### src/rtl/ppzb_ram.sv
// generic single-port synchronous ram with registered read
module ppzb_ram #(
   parameter int WIDTH = 8,
   parameter int DEPTH = 64
) (
   input  logic                     clock,
   input  logic [$clog2(DEPTH)-1:0] addr,
   input  logic                     wr_en,
   input  logic [WIDTH-1:0]         wr_data,
   input  logic                     rd_en,
   output logic [WIDTH-1:0]         rd_data
);

   logic [WIDTH-1:0] mem_ff [DEPTH];
   logic [WIDTH-1:0] rd_data_ff;

   always_ff @(posedge clock) begin
      if (wr_en) begin
         mem_ff[addr] <= wr_data;
      end
      if (rd_en) begin
         rd_data_ff <= mem_ff[addr];
      end
   end

   assign rd_data = rd_data_ff;

endmodule
### config.mk
export PLATFORM = sky130hd
export DESIGN_NAME = ppzb_ram
export DESIGN_NICKNAME = d
export VERILOG_FILES = /design/src/rtl/ppzb_ram.sv
export SDC_FILE = /design/constraint.sdc
export NUM_CORES = 1
export LEC_CHECK = 0
export BUFFER_PORTS_ARGS = -buffer_cell sky130_fd_sc_hd__buf_2
export CAP_MARGIN = 10
export CORE_ASPECT_RATIO = 0.7
export CORE_MARGIN = 3
export CORE_UTILIZATION = 28
export CTS_BUF_LIST = sky130_fd_sc_hd__clkbuf_8
export DETAILED_ROUTE_END_ITERATION = 10
export PLACE_DENSITY_LB_ADDON = 0.12
export SYNTH_ARGS = -nofsm -noshare
export SYNTH_HDL_FRONTEND = slang
export SYNTH_SLANG_ARGS = --single-unit
### constraint.sdc
create_clock -name clock -period 3 [get_ports clock]
set_input_delay 0.3 -clock clock [delete_from_list [all_inputs] [get_ports clock]]
set_output_delay 0.3 -clock clock [all_outputs]
set_load 0.02 [all_outputs]
==> impl_metrics.ini <==
[route]
drt_iter0_markers = 1287
vias = 12000
detail_route.wl_per_cell_um = 27.4
drt.antenna.violating_nets = 0
met3WireLength_um = 5160
drc = 0
wl_met1_um = 33700
drt_wl_total_um = 65700
drt_pre_antenna_iters = 5
top_layer = met5
avgViaCountPerCell = 5.01
wl_met2_um = 25600

[critical_path]
end_kind = flop
cp_max_fo = 34
crit_required_ns = 3.41
worst_ep_arrival_time_ns = 2.82
r2r_setup_slack_ns = 0.62
critical_path_class = input port to flop
start_kind = input port

[timing]
tightest_slew_ns = 1.09
max_slew_margin = 0.275
setup-violations-final = 0
hold_viol = 0
clock.fmax_ghz = 0.414
tns_ns = 0
fin_skew_ns = 0.0320
drv_slew = 0
fin_hold_ws_ns = 0.178
min_period_ns = 2.41
post-route-period-util = 0.805
rsz0062_at_grt = false

[power]
swShare = 0.234
powerDensity_nw_per_um2 = 611
internal_power_mw = 11.5
leakage_nw = 8.13
pwr-share-comb = 0.067
p_sw_mw = 3.51
clkPwrFrac = 0.393
p_seq_frac = 0.540
total_power_mw = 15.0
vdd_drop_max_uv = 277

[placed_design]
place.gp.congestion = 0.818
dp_hpwl_um = 44500
io_buffers = 24
place_inst = 2250

[cts]
cts_root_buf = clkbuf_8
cts_buffers = 83
post_cts_buffers = 0
clockBufferDepth = 3
htree_levels = 3
cts_tree = yes
cts_resized = 0
clk_pin_slew_worst_paths_ns = 0.06
clk_latency_ns = 0.67
cts.sinks = 520

[die]
start_util = 0.285
die_w_um = 330
die_area_um2 = 76700
chipHeight_um = 233
core_area_um2 = 72100
ios = 25
rows = 82

[finish]
layout.nets = 1388
nFillCells = 6950
areaGrowthSynthToFinish_pct = 19.3
final_util = 0.340
regArea_um2 = 15600
drive_gt1_frac = 0.249
fin_cells = 2398
diodes = 0
multi_input_area_um2 = 4520

[grt]
grt_max_degree = 65
grt_overflow = 0
grt_pass1_wl_um = 92700
first_global_vias = 11900
antenna_found_initial = 2
grt_use_total = 0.172

[logic_synthesis]
synth_seq_area_share = 0.761
yosys_register_bits = 520
ys_types = 55
synth-main-ff-cell = edfxtp_1
syn-mean-instance-area_um2 = 17.5
synth_area_um2 = 20500
synth_fp_nets = 1188
synth_edf_count = 520
async_flop_share = 0
syn_inst = 1171
synth_warnings = 0

[min_path]
hp-class = input port to flop

[job]
maxCapViolCount = 0

[status]
status = completed
==> power groups by stage <==
stage               clock [mW]  sequential (mW)  combinational (mW)
floorplan                    0             8.24               0.437
global placement             0             8.24               0.995
detailed placement           0             8.24               0.992
CTS                       6.07             8.08               0.996
global route              6.41             8.08                1.06
finish                    5.89             8.09               0.996
==> critical path, stage by stage <==
cell     delay, ns
buf_4         0.44
nor2b_1       0.39
buf_4         0.27
a22oi_1       0.23
o22ai_1       0.11
o21ai_0       0.42
buf_4         0.19
or4b_1        0.45
==> cells in the final DEF (no fill, tap or decap), types with 15 or more instances in the layout <==
cell      Yosys  layout
a22oi_1      40      40
buf_2        30      21
nand2b_1     24      24
buf_4         4     160
a221oi_1     21      21
o22ai_1      22      22
a31oi_1      15      15
a21oi_1      28      28
clkinv_1      0      18
edfxtp_1    520     520
nor2_1       82      80
mux4_2       41      41
mux2i_1      63      63
inv_1         3      27
clkbuf_8      0      89
nand2_1      45      45
==> repair_timing <==
item,in CTS,in global routing
endpoints found under the hold margin,13,0
endpoints found under the setup margin,0,0
hold buffers,2,0
==> area by class of cell <==
class	count	share of cell area
Sequential cell	520	0.638
Multi-Input combinational cell	567	0.185
Timing Repair Buffer	196	0.0644
Clock buffer	89	0.0500
Tap cell	966	0.0494
Clock inverter	57	0.0136
Inverter	3	0.000460
==> sequential cells by signal (all words and copies together) (netlist names) <==
signal   flops
mem_ff     512
rd_data      8
==> worst paths after layout <==
check | from | endpoint | cells after the start
max | addr[0] | rd_data[5]$_DFFE_PP_ | 8
min | wr_data[0] | mem_ff[23][0]$_DFFE_PP_ | 2
max reg2reg | mem_ff[21][7]$_DFFE_PP_ | rd_data[7]$_DFFE_PP_ | 6
min reg2reg | mem_ff[3][0]$_DFFE_PP_ | rd_data[0]$_DFFE_PP_ | 3
==> metrics by stage <==
step | area, µm² | worst slack (ns)
after floorplan | 20500 | 0.601
after detailed placement | 22900 | -0.100
final | 24500 | 0.585
after CTS | 24500 | 0.611
after global placement | 22900 | -0.0901
after global routing | 24500 | 0.465
==> metal layers <==
layer / track usage / vias up
met1: 0.277 / 6287
met3: 0.0471 / 100
met4: 0.0427 / 2
met2: 0.223 / 451
met5: 0 / -
li1: - / 5171
==> Yosys cell counts (4+ instances only) <==
cell type	number	share of area
a211oi_1	6	0.0022
a21o_1	4	0.0015
a21oi_1	28	0.0068
a221o_1	11	0.0054
a221oi_1	21	0.0090
a22o_1	10	0.0043
a22oi_1	40	0.015
a31oi_1	15	0.0046
a32oi_1	7	0.0030
and2_1	9	0.0027
and3_1	9	0.0027
and4_1	6	0.0026
buf_1	6	0.0011
buf_2	30	0.0073
buf_4	4	0.0015
buf_6	5	0.0027
clkbuf_1	36	0.0066
edfxtp_1	520	0.76
mux2_1	7	0.0038
mux2_2	5	0.0027
mux2i_1	63	0.031
mux4_2	41	0.045
nand2_1	45	0.0082
nand2b_1	24	0.0073
nand3_1	8	0.0020
nand3b_1	12	0.0044
nor2_1	82	0.015
nor2b_1	8	0.0024
o21ai_0	9	0.0022
o221ai_1	9	0.0038
o22a_1	11	0.0047
o22ai_1	22	0.0067
o2bb2ai_1	7	0.0030
o31ai_1	5	0.0018
or3b_2	5	0.0021
==> logic make-up after synthesis <==
family                 share of synthesized area
muxes                                     0.0823
AOI/OAI and AO/OA                         0.0804
buffers and inverters                     0.0197
and+or+nand+nor                           0.0569
DFF                                        0.761
Note: power is estimated with default switching activity, not from simulation.
